### config.mk
export PLATFORM = sky130hd
export DESIGN_NAME = mode_select_list_checker_top
export DESIGN_NICKNAME = d
export VERILOG_FILES = /design/src/rtl/mslc_pkg.sv /design/src/rtl/mode_select_list_checker_top.sv
export VERILOG_INCLUDE_DIRS = /design/src /design/src/rtl
export SDC_FILE = /design/constraint.sdc
export NUM_CORES = 1
export LEC_CHECK = 0
export BUFFER_PORTS_ARGS = -buffer_cell sky130_fd_sc_hd__buf_2
export CAP_MARGIN = 10
export CORE_ASPECT_RATIO = 0.7
export CORE_UTILIZATION = 52
export CTS_CLUSTER_DIAMETER = 120
export DETAILED_ROUTE_END_ITERATION = 8
export PLACE_DENSITY = 0.72
export RECOVER_POWER = 25
export SYNTH_ARGS = -nofsm -noshare
export SYNTH_HDL_FRONTEND = slang
export SYNTH_SLANG_ARGS = --single-unit
### constraint.sdc
create_clock -name aclk -period 7.1 [get_ports aclk]
set_input_delay 2.13 -clock aclk [delete_from_list [all_inputs] [get_ports aclk]]
set_output_delay 2.13 -clock aclk [all_outputs]
set_load 0.005 [all_outputs]
### src/rtl/mode_select_list_checker_top_defines.svh
// assertion macros for the mode select list checker
`ifndef MODE_SELECT_LIST_CHECKER_TOP_DEFINES_SVH
`define MODE_SELECT_LIST_CHECKER_TOP_DEFINES_SVH

`ifndef SYNTHESIS

// same-cycle implication, disabled while reset is low
`define MSLC_ASSERT_IMPL(lbl, clk, rstn, ante, cons, msg) \
    lbl: assert property (@(posedge clk) disable iff (!rstn) (ante) |-> (cons)) \
        else $error(msg);

// next-cycle implication, disabled while reset is low
`define MSLC_ASSERT_NEXT(lbl, clk, rstn, ante, cons, msg) \
    lbl: assert property (@(posedge clk) disable iff (!rstn) (ante) |=> (cons)) \
        else $error(msg);

`else

`define MSLC_ASSERT_IMPL(lbl, clk, rstn, ante, cons, msg)
`define MSLC_ASSERT_NEXT(lbl, clk, rstn, ante, cons, msg)

`endif

`endif

### src/rtl/mslc_pkg.sv
// constants and codes for the mode select list checker
package mslc_pkg;

    // input item kinds
    localparam logic KIND_START = 1'b0;
    localparam logic KIND_BYTE  = 1'b1;

    // verdict codes
    localparam logic [1:0] STATUS_OK     = 2'd0;
    localparam logic [1:0] STATUS_LENGTH = 2'd1;
    localparam logic [1:0] STATUS_FIELD  = 2'd2;

    // header lengths of the two command variants
    localparam logic [15:0] HEADER_TEN = 16'd8;
    localparam logic [15:0] HEADER_SIX = 16'd4;

    // header byte positions that carry the block descriptor length
    localparam logic [2:0] TEN_DESC_HI_IDX = 3'd6;
    localparam logic [2:0] TEN_DESC_LO_IDX = 3'd7;
    localparam logic [2:0] SIX_DESC_IDX    = 3'd3;

    // mode page constants
    localparam logic [7:0] FORMAT_PAGE       = 8'h03;
    localparam logic [8:0] FORMAT_MIN_SIZE   = 9'd14;
    localparam logic [8:0] SECTOR_HI_OFFSET  = 9'd12;
    localparam logic [8:0] SECTOR_LO_OFFSET  = 9'd13;
    localparam logic [8:0] PAGE_HEADER_BYTES = 9'd2;

    // sector size after reset
    localparam logic [15:0] LBA_SIZE_RESET = 16'd512;

endpackage

### src/rtl/mode_select_list_checker_top.sv
// Mode select parameter list checker: one start transaction opens a check, then the list
// bytes follow one per transaction, and the verdict comes out on the final byte (or at once
// on the start transaction when PF is clear or the lengths are bad). Every input transaction
// is registered as it is taken, and its result, if any, is in the output register the next cycle;
// the only thing that holds the input back is a verdict still waiting in that register, so
// the rate is one item per cycle whenever the result side takes what it is offered.
// The sector size register may be written only while no check is in progress.
`include "mode_select_list_checker_top_defines.svh"

module mode_select_list_checker_top (
    input  logic        aclk,
    input  logic        aresetn,
    // configuration
    input  logic        cfg_we,
    input  logic [15:0] cfg_wdata,     // lba size in bytes
    // input stream
    input  logic        s_tvalid,
    output logic        s_tready,
    input  logic [47:0] s_tdata,       // is_ten_byte, page_format, list_length[15:0],
                                       // available_length[15:0], data_byte[7:0], zero pad
    input  logic        s_tuser,       // kind
    // result stream
    output logic        m_tvalid,
    input  logic        m_tready,
    output logic [15:0] m_tdata        // status[1:0], unknown_seen, unknown_page_code[7:0],
                                       // zero pad
);

    typedef enum logic [1:0] {
        PH_IDLE,
        PH_HEADER,
        PH_DESCR,
        PH_PAGES
    } phase_t;

    // registers
    phase_t      phase_reg, phase_next;
    logic [15:0] lba_size_reg;
    logic [15:0] bytes_left_reg, bytes_left_next;
    logic [2:0]  header_index_reg, header_index_next;
    logic        ten_byte_reg, ten_byte_next;
    logic [15:0] desc_left_reg, desc_left_next;
    logic [8:0]  page_index_reg, page_index_next;
    logic [8:0]  page_size_reg, page_size_next;
    logic [7:0]  page_code_reg, page_code_next;
    logic [7:0]  size_high_reg, size_high_next;
    logic [1:0]  error_reg, error_next;
    logic        valid_page_reg, valid_page_next;
    logic        unk_seen_reg, unk_seen_next;
    logic [7:0]  unk_code_reg, unk_code_next;

    logic        out_valid_reg;
    logic [1:0]  out_status_reg;
    logic        out_seen_reg;
    logic [7:0]  out_code_reg;

    // result of the current transaction
    logic        res_valid;
    logic [1:0]  res_status;
    logic        res_seen;
    logic [7:0]  res_code;

    // input fields
    logic        in_fire;
    logic        in_kind;
    logic        in_ten;
    logic        in_pf;
    logic [15:0] in_len;
    logic [15:0] in_avail;
    logic [7:0]  in_byte;

    assign in_kind  = s_tuser;
    assign in_ten   = s_tdata[0];
    assign in_pf    = s_tdata[1];
    assign in_len   = s_tdata[17:2];
    assign in_avail = s_tdata[33:18];
    assign in_byte  = s_tdata[41:34];

    // take a transaction whenever the result register is free or being emptied
    assign s_tready = !out_valid_reg || m_tready;
    assign in_fire  = s_tvalid && s_tready;

    assign m_tvalid = out_valid_reg;
    assign m_tdata  = {5'd0, out_code_reg, out_seen_reg, out_status_reg};

    // per-transaction check logic
    always_comb begin
        logic [15:0] hlen;
        logic [15:0] left_dec;
        logic [15:0] desc_val;
        logic        hdr_last;
        logic [8:0]  size;
        logic [8:0]  idx_inc;
        logic        page_ok;
        logic [1:0]  final_status;

        phase_next        = phase_reg;
        bytes_left_next   = bytes_left_reg;
        header_index_next = header_index_reg;
        ten_byte_next     = ten_byte_reg;
        desc_left_next    = desc_left_reg;
        page_index_next   = page_index_reg;
        page_size_next    = page_size_reg;
        page_code_next    = page_code_reg;
        size_high_next    = size_high_reg;
        error_next        = error_reg;
        valid_page_next   = valid_page_reg;
        unk_seen_next     = unk_seen_reg;
        unk_code_next     = unk_code_reg;

        res_valid  = 1'b0;
        res_status = mslc_pkg::STATUS_OK;
        res_seen   = 1'b0;
        res_code   = 8'd0;

        hlen         = in_ten ? mslc_pkg::HEADER_TEN : mslc_pkg::HEADER_SIX;
        left_dec     = bytes_left_reg - 16'd1;
        desc_val     = desc_left_reg;
        hdr_last     = 1'b0;
        size         = {1'b0, in_byte} + mslc_pkg::PAGE_HEADER_BYTES;
        idx_inc      = page_index_reg + 9'd1;
        page_ok      = 1'b1;
        final_status = mslc_pkg::STATUS_OK;

        if (in_fire) begin
            if (in_kind == mslc_pkg::KIND_START) begin
                // start: clear the check and test the lengths
                phase_next        = PH_IDLE;
                bytes_left_next   = 16'd0;
                header_index_next = 3'd0;
                ten_byte_next     = in_ten;
                desc_left_next    = 16'd0;
                page_index_next   = 9'd0;
                page_size_next    = 9'd0;
                page_code_next    = 8'd0;
                size_high_next    = 8'd0;
                error_next        = mslc_pkg::STATUS_OK;
                valid_page_next   = 1'b0;
                unk_seen_next     = 1'b0;
                unk_code_next     = 8'd0;
                if (!in_pf) begin
                    res_valid  = 1'b1;
                    res_status = mslc_pkg::STATUS_OK;
                end else if (in_len < hlen || in_len > in_avail) begin
                    res_valid  = 1'b1;
                    res_status = mslc_pkg::STATUS_LENGTH;
                end else begin
                    bytes_left_next = in_len;
                    phase_next      = PH_HEADER;
                end
            end else if (phase_reg != PH_IDLE) begin
                bytes_left_next = left_dec;
                if (error_reg == mslc_pkg::STATUS_OK) begin
                    case (phase_reg)
                        PH_HEADER: begin
                            // header byte: pick up the descriptor length
                            if (ten_byte_reg) begin
                                if (header_index_reg == mslc_pkg::TEN_DESC_HI_IDX) begin
                                    size_high_next = in_byte;
                                end
                                if (header_index_reg == mslc_pkg::TEN_DESC_LO_IDX) begin
                                    desc_val = {size_high_reg, in_byte};
                                end
                                hdr_last = (header_index_reg == mslc_pkg::TEN_DESC_LO_IDX);
                            end else begin
                                if (header_index_reg == mslc_pkg::SIX_DESC_IDX) begin
                                    desc_val = {8'd0, in_byte};
                                end
                                hdr_last = (header_index_reg == mslc_pkg::SIX_DESC_IDX);
                            end
                            desc_left_next    = desc_val;
                            header_index_next = header_index_reg + 3'd1;
                            if (hdr_last) begin
                                if (desc_val > left_dec) begin
                                    error_next = mslc_pkg::STATUS_LENGTH;
                                end else begin
                                    page_index_next = 9'd0;
                                    phase_next = (desc_val != 16'd0) ? PH_DESCR : PH_PAGES;
                                end
                            end
                        end
                        PH_DESCR: begin
                            // skip block descriptors
                            desc_left_next = desc_left_reg - 16'd1;
                            if (desc_left_reg == 16'd1) begin
                                page_index_next = 9'd0;
                                phase_next      = PH_PAGES;
                            end
                        end
                        PH_PAGES: begin
                            // mode page walk
                            if (page_index_reg == 9'd0) begin
                                if (bytes_left_reg < 16'd2) begin
                                    error_next = mslc_pkg::STATUS_LENGTH;
                                    page_ok    = 1'b0;
                                end else begin
                                    page_code_next = in_byte;
                                end
                            end else if (page_index_reg == 9'd1) begin
                                if ({8'd0, size} > {1'b0, bytes_left_reg} + 17'd1) begin
                                    error_next = mslc_pkg::STATUS_LENGTH;
                                    page_ok    = 1'b0;
                                end else if (page_code_reg == mslc_pkg::FORMAT_PAGE &&
                                             size < mslc_pkg::FORMAT_MIN_SIZE) begin
                                    error_next = mslc_pkg::STATUS_FIELD;
                                    page_ok    = 1'b0;
                                end else begin
                                    if (page_code_reg != mslc_pkg::FORMAT_PAGE) begin
                                        unk_seen_next = 1'b1;
                                        unk_code_next = page_code_reg;
                                    end
                                    page_size_next = size;
                                end
                            end else if (page_code_reg == mslc_pkg::FORMAT_PAGE &&
                                         page_index_reg == mslc_pkg::SECTOR_HI_OFFSET) begin
                                size_high_next = in_byte;
                            end else if (page_code_reg == mslc_pkg::FORMAT_PAGE &&
                                         page_index_reg == mslc_pkg::SECTOR_LO_OFFSET) begin
                                if ({size_high_reg, in_byte} != lba_size_reg) begin
                                    error_next = mslc_pkg::STATUS_FIELD;
                                    page_ok    = 1'b0;
                                end else begin
                                    valid_page_next = 1'b1;
                                end
                            end
                            if (page_ok) begin
                                if (idx_inc >= 9'd2 && idx_inc == page_size_next) begin
                                    page_index_next = 9'd0;
                                end else begin
                                    page_index_next = idx_inc;
                                end
                            end
                        end
                        default: begin
                        end
                    endcase
                end
                // final byte: give the verdict
                if (left_dec == 16'd0) begin
                    phase_next   = PH_IDLE;
                    final_status = error_next;
                    if (final_status == mslc_pkg::STATUS_OK && !valid_page_next) begin
                        final_status = mslc_pkg::STATUS_FIELD;
                    end
                    res_valid  = 1'b1;
                    res_status = final_status;
                    if (final_status == mslc_pkg::STATUS_OK) begin
                        res_seen = unk_seen_next;
                        res_code = unk_code_next;
                    end
                end
            end
        end
    end

    // state and result register
    always_ff @(posedge aclk) begin
        if (!aresetn) begin
            phase_reg        <= PH_IDLE;
            lba_size_reg     <= mslc_pkg::LBA_SIZE_RESET;
            bytes_left_reg   <= 16'd0;
            header_index_reg <= 3'd0;
            ten_byte_reg     <= 1'b0;
            desc_left_reg    <= 16'd0;
            page_index_reg   <= 9'd0;
            page_size_reg    <= 9'd0;
            page_code_reg    <= 8'd0;
            size_high_reg    <= 8'd0;
            error_reg        <= mslc_pkg::STATUS_OK;
            valid_page_reg   <= 1'b0;
            unk_seen_reg     <= 1'b0;
            unk_code_reg     <= 8'd0;
            out_valid_reg    <= 1'b0;
        end else begin
            if (cfg_we) begin
                lba_size_reg <= cfg_wdata;
            end
            phase_reg        <= phase_next;
            bytes_left_reg   <= bytes_left_next;
            header_index_reg <= header_index_next;
            ten_byte_reg     <= ten_byte_next;
            desc_left_reg    <= desc_left_next;
            page_index_reg   <= page_index_next;
            page_size_reg    <= page_size_next;
            page_code_reg    <= page_code_next;
            size_high_reg    <= size_high_next;
            error_reg        <= error_next;
            valid_page_reg   <= valid_page_next;
            unk_seen_reg     <= unk_seen_next;
            unk_code_reg     <= unk_code_next;
            if (in_fire) begin
                out_valid_reg <= res_valid;
            end else if (m_tready) begin
                out_valid_reg <= 1'b0;
            end
        end
        // result payload
        if (in_fire && res_valid) begin
            out_status_reg <= res_status;
            out_seen_reg   <= res_seen;
            out_code_reg   <= res_code;
        end
    end

    // checks
    `MSLC_ASSERT_IMPL(a_idle_no_bytes, aclk, aresetn, phase_reg == PH_IDLE,
        bytes_left_reg == 16'd0, "idle with bytes left")
    `MSLC_ASSERT_IMPL(a_busy_has_bytes, aclk, aresetn, phase_reg != PH_IDLE,
        bytes_left_reg != 16'd0, "check in progress with no bytes left")
    `MSLC_ASSERT_IMPL(a_error_clean, aclk, aresetn,
        m_tvalid && m_tdata[1:0] != mslc_pkg::STATUS_OK,
        m_tdata[2] == 1'b0 && m_tdata[10:3] == 8'd0, "error verdict carries page code")
    `MSLC_ASSERT_IMPL(a_error_code, aclk, aresetn, 1'b1,
        error_reg != 2'd3, "latched error out of range")
    `MSLC_ASSERT_NEXT(a_pf_clear, aclk, aresetn, in_fire && !s_tuser && !s_tdata[1],
        m_tvalid && m_tdata[1:0] == mslc_pkg::STATUS_OK, "pf clear without ok verdict")

endmodule
# After elaboration in Yosys (flattened, before gate mapping)
# Index checks and enable logic that the tools add are counted.
[classes]
addsub = 6
magnitude_cmp = 7
n_eq_ne = 37
n_mux = 153
bitwise = 1
reduce_logical = 29
[ops]
columns = ["cell", "count"]
rows = [
  ["16-bit two-way mux", 15],
  ["9-bit two-way mux", 21],
  ["8-bit two-way mux", 23],
  ["2-bit two-way mux", 31],
  ["1-bit two-way mux", 53],
  ["16-bit > comparator", 2],
  ["16-bit case mux with 2 select lines", 1],
  ["16-bit by 1-bit subtractor with 16-bit output (second input constant)", 2],
  ["3-bit != test (second input constant)", 9],
  ["9-bit case mux with 3 select lines", 1],
  ["9-bit by 4-bit == test with 1-bit output (second input constant)", 2],
  ["16-bit by 1-bit adder with 17-bit output (second input constant)", 1],
  ["9-bit by 17-bit > comparator with 1-bit output", 1],
  ["16-bit by 1-bit == test with 1-bit output (second input constant)", 1],
  ["16-bit zero test", 1],
  ["16-bit by 2-bit < comparator with 1-bit output (second input constant)", 1],
  ["16-bit by 4-bit < comparator with 1-bit output", 1],
  ["16-bit != test", 1],
  ["8-bit case mux with 2 select lines", 1],
  ["16-bit nonzero test", 1],
  ["3-bit two-way mux", 4],
  ["4-bit != test (second input constant)", 3],
  ["4-bit AND reduction", 3],
  ["2-bit by 1-bit != test with 1-bit output (second input constant)", 5],
  ["other kinds (31)", 49],
]
[totals]
reg_bits = 112
in_bits = 70
output_inout_bits = 18
word_cells = 251

# Logic depth before layout (Yosys ltp)
# Gate-level depths: netlist (run 1).
[logic_depth]
word_depth = 26
mapped_depth = 20
mapped_depth_nobuf = 18

# Worst setup path after synthesis (run 1)
# Ideal clock, no wire load.
[synth_timing]
path_kind = "input port to flip-flop"
from = "in s_tdata[37]"
to = "reg out_code_reg[0] (data pin)"
setup_ns = 0.151
t_arrival_ns = 5.291
t_required_ns = 6.949
setup_slack_ns = 1.658
cell_stages = 16
path_buffers = 1
cell_sequence = "buf_2 > nand3_1 > nor2_1 > and3_1 > ha_1 > a211oi_1 > o211ai_1 > a2111oi_0 > nor4_2 > and3_2 > a21o_1 > a32oi_1 > nor2_1 > or2_2 > nand3b_1 > a21oi_1"
[synth_via]
elab_chain_cells = 24
elab_cells_between_ends = 54
cone_classes = "1 x add/sub; 3 x order compare; 1 x eq/ne; 43 x mux; 6 x reduce/logical"
[synth_lines]
columns = ["element", "line", "text"]
rows = [
  ["start, declared", "mode_select_list_checker_top.sv:19", "input logic [47:0] s_tdata,"],
  ["16-bit two-way mux (on tied branches)", "mode_select_list_checker_top.sv:166, mode_select_list_checker_top.sv:161", ""],
  ["16-bit two-way mux", "mode_select_list_checker_top.sv:157", "if (ten_byte_reg) begin"],
  ["16-bit two-way mux", "mode_select_list_checker_top.sv:154", "case (phase_reg)"],
  ["16-bit two-way mux", "mode_select_list_checker_top.sv:153", "if (error_reg == mslc_pkg::STATUS_OK) begin"],
  ["16-bit two-way mux", "mode_select_list_checker_top.sv:151", "end else if (phase_reg != PH_IDLE) begin"],
  ["16-bit two-way mux", "mode_select_list_checker_top.sv:126", "if (in_kind == mslc_pkg::KIND_START) begin"],
  ["16-bit two-way mux", "mode_select_list_checker_top.sv:125", "if (in_fire) begin"],
  ["16-bit > comparator", "mode_select_list_checker_top.sv:174", "if (desc_val > left_dec) begin"],
  ["(+8 left out)", "-", ""],
  ["1-bit logical AND", "mode_select_list_checker_top.sv:242", "if (final_status == mslc_pkg::STATUS_OK && !valid_page_next) begin"],
  ["2-bit two-way mux", "mode_select_list_checker_top.sv:242", ""],
  ["2-bit two-way mux", "mode_select_list_checker_top.sv:239", "if (left_dec == 16'd0) begin"],
  ["2-bit two-way mux", "mode_select_list_checker_top.sv:151", ""],
  ["2-bit two-way mux", "mode_select_list_checker_top.sv:126", ""],
  ["2-bit two-way mux", "mode_select_list_checker_top.sv:125", ""],
  ["2-bit zero test", "mode_select_list_checker_top.sv:247", "if (final_status == mslc_pkg::STATUS_OK) begin"],
  ["5-bit AND reduction (no line)", "-", ""],
  ["end signal, assigned", "mode_select_list_checker_top.sv:301", "out_code_reg <= res_code;"],
  ["end, declared", "mode_select_list_checker_top.sv:55", "logic [7:0] out_code_reg;"],
]
# Parallel ways exist; a longest one is shown, timed or not. The select of a mux whose other input is x is not followed.
# A chain may end at the register's enable or synchronous reset.

# Worst setup path in the final report (run 1)
# Ends and elaborated chain as after synthesis.

==> results.md, run 1 <==
- Cell count after synthesis: just under 1k
- WS Path Type: in2reg
- EDFF count, synth: 11
- Slew margin rel.: -1.22
- Status: finished, violations left
- Clk buf depth: 2
- Largest net degree at the start of global routing: between 90 and 100
- Synth cell types: 70
- Ys flop type: dfxtp_1
- Bufs and invs on worst path: 1
- Critical path's slowest cell: a2111oi_0
- Initial Util: 0.540
- Critical Path Max Stage Delay: 0.62 ns
- PwrDens: 182 nW/µm²
- Fin. max-slew vios: between 90 and 100
- Ant diodes: 0
- Yosys warns: 0
- Critical path fanouts, max: 9
- Mapped Area: between 8000 and 9000 µm²
- Syn-to-layout area delta: 9.81%
- # setup viols final: 0
- Hpwl dp: roughly 16 mm
- IO Pins: 88
- Setup TNS Final: 0 ns
- Final period utilization: 0.846
- Unrepaired setup endpoints after global routing: false
- Via/cell ratio: between 5 and 6
- Vias post-DR: roughly 7.2k
- Core ar.: roughly 15000 µm²
- Post-route setup slack: about 1.1 ns
- Violated checks: max-capacitance violations, max-slew violations
- # Post-CTS Setup Buffers: 0
- Flops & latches, synth: between 100 and 150
- First-pass GRT wire length: 34.5 mm
- Die Wd: between 150 and 200 µm
- Num rows: 37
- Worst-path clk slew: ~0.080 ns
- Clock latency at the later pin of the worst-skew pair: roughly 0.37 ns
- H-tree levels: 3
- Die area: 15900 µm²
- Initial antenna violation count: 0
- Slew @ Worst Pin: around 3.3 ns
- Mean area per synthesized cell: approximately 8.3 µm²
- CP Cell Sequence: buf_2 > nand3_1 > nor2_1 > xor2_1 > ha_1 > nand2_1 > o211ai_1 > a2111oi_0 > nor4_2 > and3_2 > a21o_1 > a32oi_1 > nor2_1 > or2_2 > nand3b_1 > a21oi_1
- Pre-CTS setup slack: ~0.75 ns
- CTS Root Cell: clkbuf_16
- GRT Total Usage: 0.275
- Starting DRC count in detailed routing: approximately 630
- WP data required: between 7 and 8 ns
- GPL Wtd Cong: ~0.9
- Die Height: 106 µm
- Leakage Power: approximately 3.5 nW
- Crit path capture type: register
- CTS Buf Count: 9
- Max Cap Viol: 1
- Crit path time final: about 6.0 ns
- Residual DRC count: 0
- Vias in the first global route: 6535
- Port Buffers: 76
- FF-to-FF Start: bytes_left_reg[0]
- Seq/Total Area, Yosys: 0.293
- Antenna viol nets, final: 0
- Grt total ovfl: 0
- Post-cts repair resize count: 0
- Share of synthesized flip-flops with an asynchronous set or reset: 0
- Hold_buf cts: 0
- Share of cells above drive strength 1: 0.119
- Crit path max-delay family: simple AND/OR/NAND/NOR gates
- FMAX: roughly 170 MHz
- Data arrival, critical path: 6.21 ns
- Critical path launch point: s_tdata[37]
- Clock sink count: roughly 110
- Hold Crit Start: unk_code_reg[1]
- Hold Crit Class: reg2reg
- WL/cell: approximately 17 µm
- CTS tree: built
- Final Skew: between 0.015 and 0.02 ns
- Most Frequent Cell on Critical Path: nor2_1
- Worst vdd ir: between 0.0001 and 0.00015 V
- Flop-to-flop setup slack: 2.58 ns
- Final hold slack: 0.482 ns
- Post-Route WL: 21.2 mm
- Final Hold Fails: 0
- Nets: about 1.1k
- CP startpoint kind: input pin
- Initial DRT Pass Iterations: 5
-- synth_stat cells (5+ instances only) --
cell type	n	area [µm²]
a21o_1	13	97.6
a2bb2oi_1	5	43.8
dfxtp_1	101	2020
xnor2_1	44	385
inv_1	52	195
and4_1	7	61.3
nor2b_1	62	388
o21a_1	10	75.1
nor4_1	17	106
clkbuf_1	35	131
nand2_1	71	267
nor3_1	16	80.1
and3_1	10	62.6
a22oi_1	34	255
o21ai_0	60	300
a21boi_0	11	82.6
nand2b_1	12	75.1
and2_1	15	93.8
xor2_1	20	175
nor2_1	66	248
or3_1	5	31.3
edfxtp_1	11	330
nand3_1	21	105
nand4_1	20	125
buf_4	12	90.1
buf_2	7	35.0
mux2i_1	49	490
ha_1	60	751
a31oi_1	5	31.3
a21oi_1	42	210
a221oi_1	5	43.8
-- per-layer routing --
| layer | track usage | vias up | share of wire |
|---|---|---|---|
| li1 | - | 3549 | - |
| met1 | 0.412 | 3360 | 0.49 |
| met2 | 0.394 | 266 | 0.42 |
| met3 | 0.0618 | 32 | 0.073 |
| met4 | 0.0657 | 0 | 0.014 |
| met5 | 0 | - | 0 |
-- path summary, 6_finish.rpt --
check,end,cells past startpoint
setup / recovery,out_code_reg[0],16
hold / removal,unk_code_reg[1],2
setup reg to reg,out_code_reg[0],16
hold reg to reg,unk_code_reg[1],2
-- worst register-to-register path: stages, from the launching register on --
cell and delay (ns):
dfxtp_1 0.50, ha_1 0.26, nand3_2 0.16, nor2_1 0.17
xnor2_1 0.16, ha_1 0.30, a211oi_1 0.28, o211ai_1 0.13
a2111oi_0 0.62, nor4_2 0.12, and3_2 0.26, a21o_1 0.21
a32oi_1 0.20, nor2_1 0.07, or2_2 0.31, nand3b_1 0.38
a21oi_1 0.23
-- placed cells by master (no fill, tap or decap), types with 34 or more instances in the layout --
cell type and count:
o21ai_0 60, nand2_1 71, xnor2_1 44, mux2i_1 49, buf_2 76, inv_1 52, nor2b_1 62, a21oi_1 41
ha_1 60, a22oi_1 34, nor2_1 66, dfxtp_1 101
-- where the power goes --
part | total (mW) | leakage [nW] | internal, mW | switching, mW
combinational | 0.353 | 2.47 | 0.144 | 0.210
sequential | 0.693 | 0.919 | 0.660 | 0.0335
clock | 0.556 | 0.159 | 0.264 | 0.292
-- metrics by stage --
step | std cells | power, mW | utilization | area [µm²]
global route | 1216 | 1.68 | 0.593 | 8810
global placement | 1199 | 1.04 | 0.571 | 8480
CTS | 1215 | 1.60 | 0.593 | 8810
detailed placement | 1199 | 1.05 | 0.571 | 8480
floorplan | 973 | 0.948 | - | 8040
finish | 1216 | 1.60 | 0.593 | 8810
-- cell families after synthesis --
| group | share of synthesized area |
|---|---|
| mux | 0.0653 |
| buf+inv | 0.0572 |
| compound gates | 0.181 |
| simple gates | 0.239 |
| flops | 0.293 |
| fa+ha+maj | 0.0935 |
| other cells | 0.000467 |
| xor+xnor | 0.0698 |
-- area by class of cell --
class	count	area [µm²]
Sequential cell	112	2350
Multi-Input combinational cell	753	5230
Fill cell	1341	6050
Timing Repair Buffer	87	455
Tap cell	195	244
Clock buffer	9	225
Clock inverter	7	104
Inverter	53	199
Note: power is estimated with default switching activity, not from simulation.
==> run 2, diff against run 1 <==
==> constraint.sdc (replaced) <==
create_clock -name aclk -period 6.2 [get_ports aclk]
set_input_delay 1.86 -clock aclk [delete_from_list [all_inputs] [get_ports aclk]]
set_output_delay 1.86 -clock aclk [all_outputs]
set_load 0.005 [all_outputs]
==> results.md, run 2 (synthesis results as in run 1) <==
- Status: finished, violations left
- Violated checks: max-capacitance violations, max-slew violations
- Hold Crit Start: unk_code_reg[1]
- Critical path launch point: s_tdata[35]
- Clock sink count: 112 (unchanged)
- Residual DRC count: 0 (unchanged)
- H-tree levels: 3 (unchanged)
- Fin. max-slew vios: 91 (-1.1%)
- GPL Wtd Cong: 0.892 (-1.0%)
- Die Wd: 150 µm (unchanged)
- Clk buf depth: 2 (unchanged)
- Post-cts repair resize count: 0 (unchanged)
- Grt total ovfl: 0 (unchanged)
- Setup TNS Final: 0 ns (unchanged)
- FF-to-FF Start: bytes_left_reg[2]
- Commonest non-fill, non-tap cell in the layout: dfxtp_1
- # setup viols final: 0 (unchanged)
- Port Buffers: 76 (unchanged)
- Post-Route WL: 20.9 mm (-1.4%)
- # Post-CTS Setup Buffers: 0 (unchanged)
- Data arrival, critical path: 5.72 ns (-0.49 ns)
- Crit path capture type: register
- Hold_buf cts: 0 (unchanged)
- Slew margin rel.: -1.19 (+0.0365)
- Final std cells w/o fill: 1226 (+0.82%)
- Share of cells above drive strength 1: 0.124 (+0.00564)
- CTS Buf Count: 9 (unchanged)
- Initial DRT Pass Iterations: 5 (unchanged)
- Most frequent cells in the layout: dfxtp_1 (101), buf_2 (73), nand2_1 (71)
- Nets: 1156 (+0.87%)
- Final Hold Fails: 0 (unchanged)
- Fill count: 1353 (+0.89%)
- Antenna viol nets, final: 0 (unchanged)
- CTS tree: built
- Crit path time final: ~5.5 ns
- Hold Crit Class: reg2reg
- Die Height: 106 µm (unchanged)
- Vias in the first global route: 6372 (-2.5%)
- Hold Path Stages: 2 (unchanged)
- Reg-to-reg endpoint: out_code_reg[0]
- Ant diodes: 0 (unchanged)
- CTS Root Cell: clkbuf_16
- Flop-to-flop setup slack: 1.77 ns (-0.81 ns)
- Largest net degree at the start of global routing: 91 (-1.1%)
- Slew @ Worst Pin: 3.28 ns (-0.0547 ns)
- Vias post-DR: 7285 (+1.1%)
- Leakage Power: 3.58 nW (+0.86%)
- Worst-path clk slew: 0.08 ns (about the same)
- First-pass GRT wire length: 33.3 mm (-3.7%)
- CP startpoint kind: input pin
- Max Cap Viol: 1 (unchanged)
- Initial antenna violation count: 0 (unchanged)
- Hpwl dp: 15.9 mm (+0.70%)
- Final instance area: 8850 µm² (+0.40%)
- IO Pins: 88 (unchanged)
- Final Power: 1.79 mW (+12%)
- WL/cell: 17.0 µm (-2.2%)
- Unrepaired setup endpoints after global routing: false
- Die area: 15900 µm² (unchanged)
- Core ar.: 14900 µm² (unchanged)
- Num rows: 37 (unchanged)
- WP data required: 6.41 ns (-0.89 ns)
- Clock latency at the later pin of the worst-skew pair: 0.36 ns (about the same)
- Via/cell ratio: 5.94 (+0.26%)
- Initial Util: 0.540 (unchanged)
- Final Skew: 0.0125 ns (-0.00371 ns)
- DP Cell Count: 1209 (+0.83%)
- Syn-to-layout area delta: 10.2%
- WS Path Type: in2reg
- PwrDens: 203 nW/µm² (+12%)
- Final period utilization: 0.890
- GRT Total Usage: 0.266 (-0.00941)
- FMAX: between 150 and 200 MHz
- Hold EP: unk_code_reg[1]
- Critical path fanouts, max: 9 (unchanged)
- Starting DRC count in detailed routing: 511 (-19%)
- R2r worst-path depth: 16 (unchanged)
- Worst vdd ir: 0.000173 V (+39%)
- Area after DPL: 8560 µm² (+0.88%)
[run 2: worst max path at each step]
| stage | to | slack [ns] | cells after the start |
|---|---|---|---|
| after global routing | out_code_reg[0] | 0.41 | 16 |
| after global placement | out_code_reg[0] | 0.35 | 16 |
| final | out_code_reg[0] | 0.68 | 16 |
| after floorplan | out_code_reg[0] | 1.03 | 16 |
| after CTS | out_code_reg[1] | 0.72 | 16 |
| after detailed placement | out_code_reg[0] | 0.33 | 16 |
[run 2: final cells by class]
| class | instances | area [µm²] | share of cell area |
|---|---|---|---|
| clock buffer | 10 | 239 | 0.0270 |
| inverter | 53 | 199 | 0.0225 |
| sequential | 112 | 2350 | 0.266 |
| multi-input combinational | 753 | 5230 | 0.591 |
| timing repair buffer | 97 | 527 | 0.0595 |
| tap | 195 | 244 | 0.0276 |
| clock inverter | 6 | 53.8 | 0.00608 |
[run 2: report_power, final]
group	total [mW]	internal [mW]	switching (mW)
clock network	0.594	0.294	0.300
registers	0.794	0.755	0.0383
logic	0.407	0.168	0.239
total	1.79	1.22	0.577
[run 2: metrics by stage]
step | hold slack (ns) | setup WS, ns | util
3_5_place_dp | 0.456 | 0.329 | 0.576
5_1_grt | 0.494 | 0.405 | 0.595
6_report | 0.474 | 0.685 | 0.595
2_1_floorplan | 0.437 | 1.03 | -
3_3_place_gp | 0.456 | 0.354 | 0.576
4_1_cts | 0.471 | 0.719 | 0.596
[run 2: per-layer routing]
layer  wire length [µm]  share of wire  global-route usage  vias up
met2               8630           0.41               0.381      252
met1              10500           0.50               0.411     3434
li1                   -              -                   -     3576
met5                  0              0                   0        -
met4                276          0.013              0.0584        0
met3               1510          0.072              0.0412       23
[run 2: worst max-delay path, cell delays in order]
cell	delay, ns
buf_2	0.22
nand3_1	0.16
nor2_1	0.18
and3_1	0.27
ha_1	0.28
a211oi_1	0.30
o211ai_1	0.13
a2111oi_0	0.60
nor4_2	0.10
and3_2	0.26
a21o_1	0.21
a32oi_1	0.20
nor2_1	0.07
or2_2	0.31
nand3b_1	0.36
a21oi_1	0.20
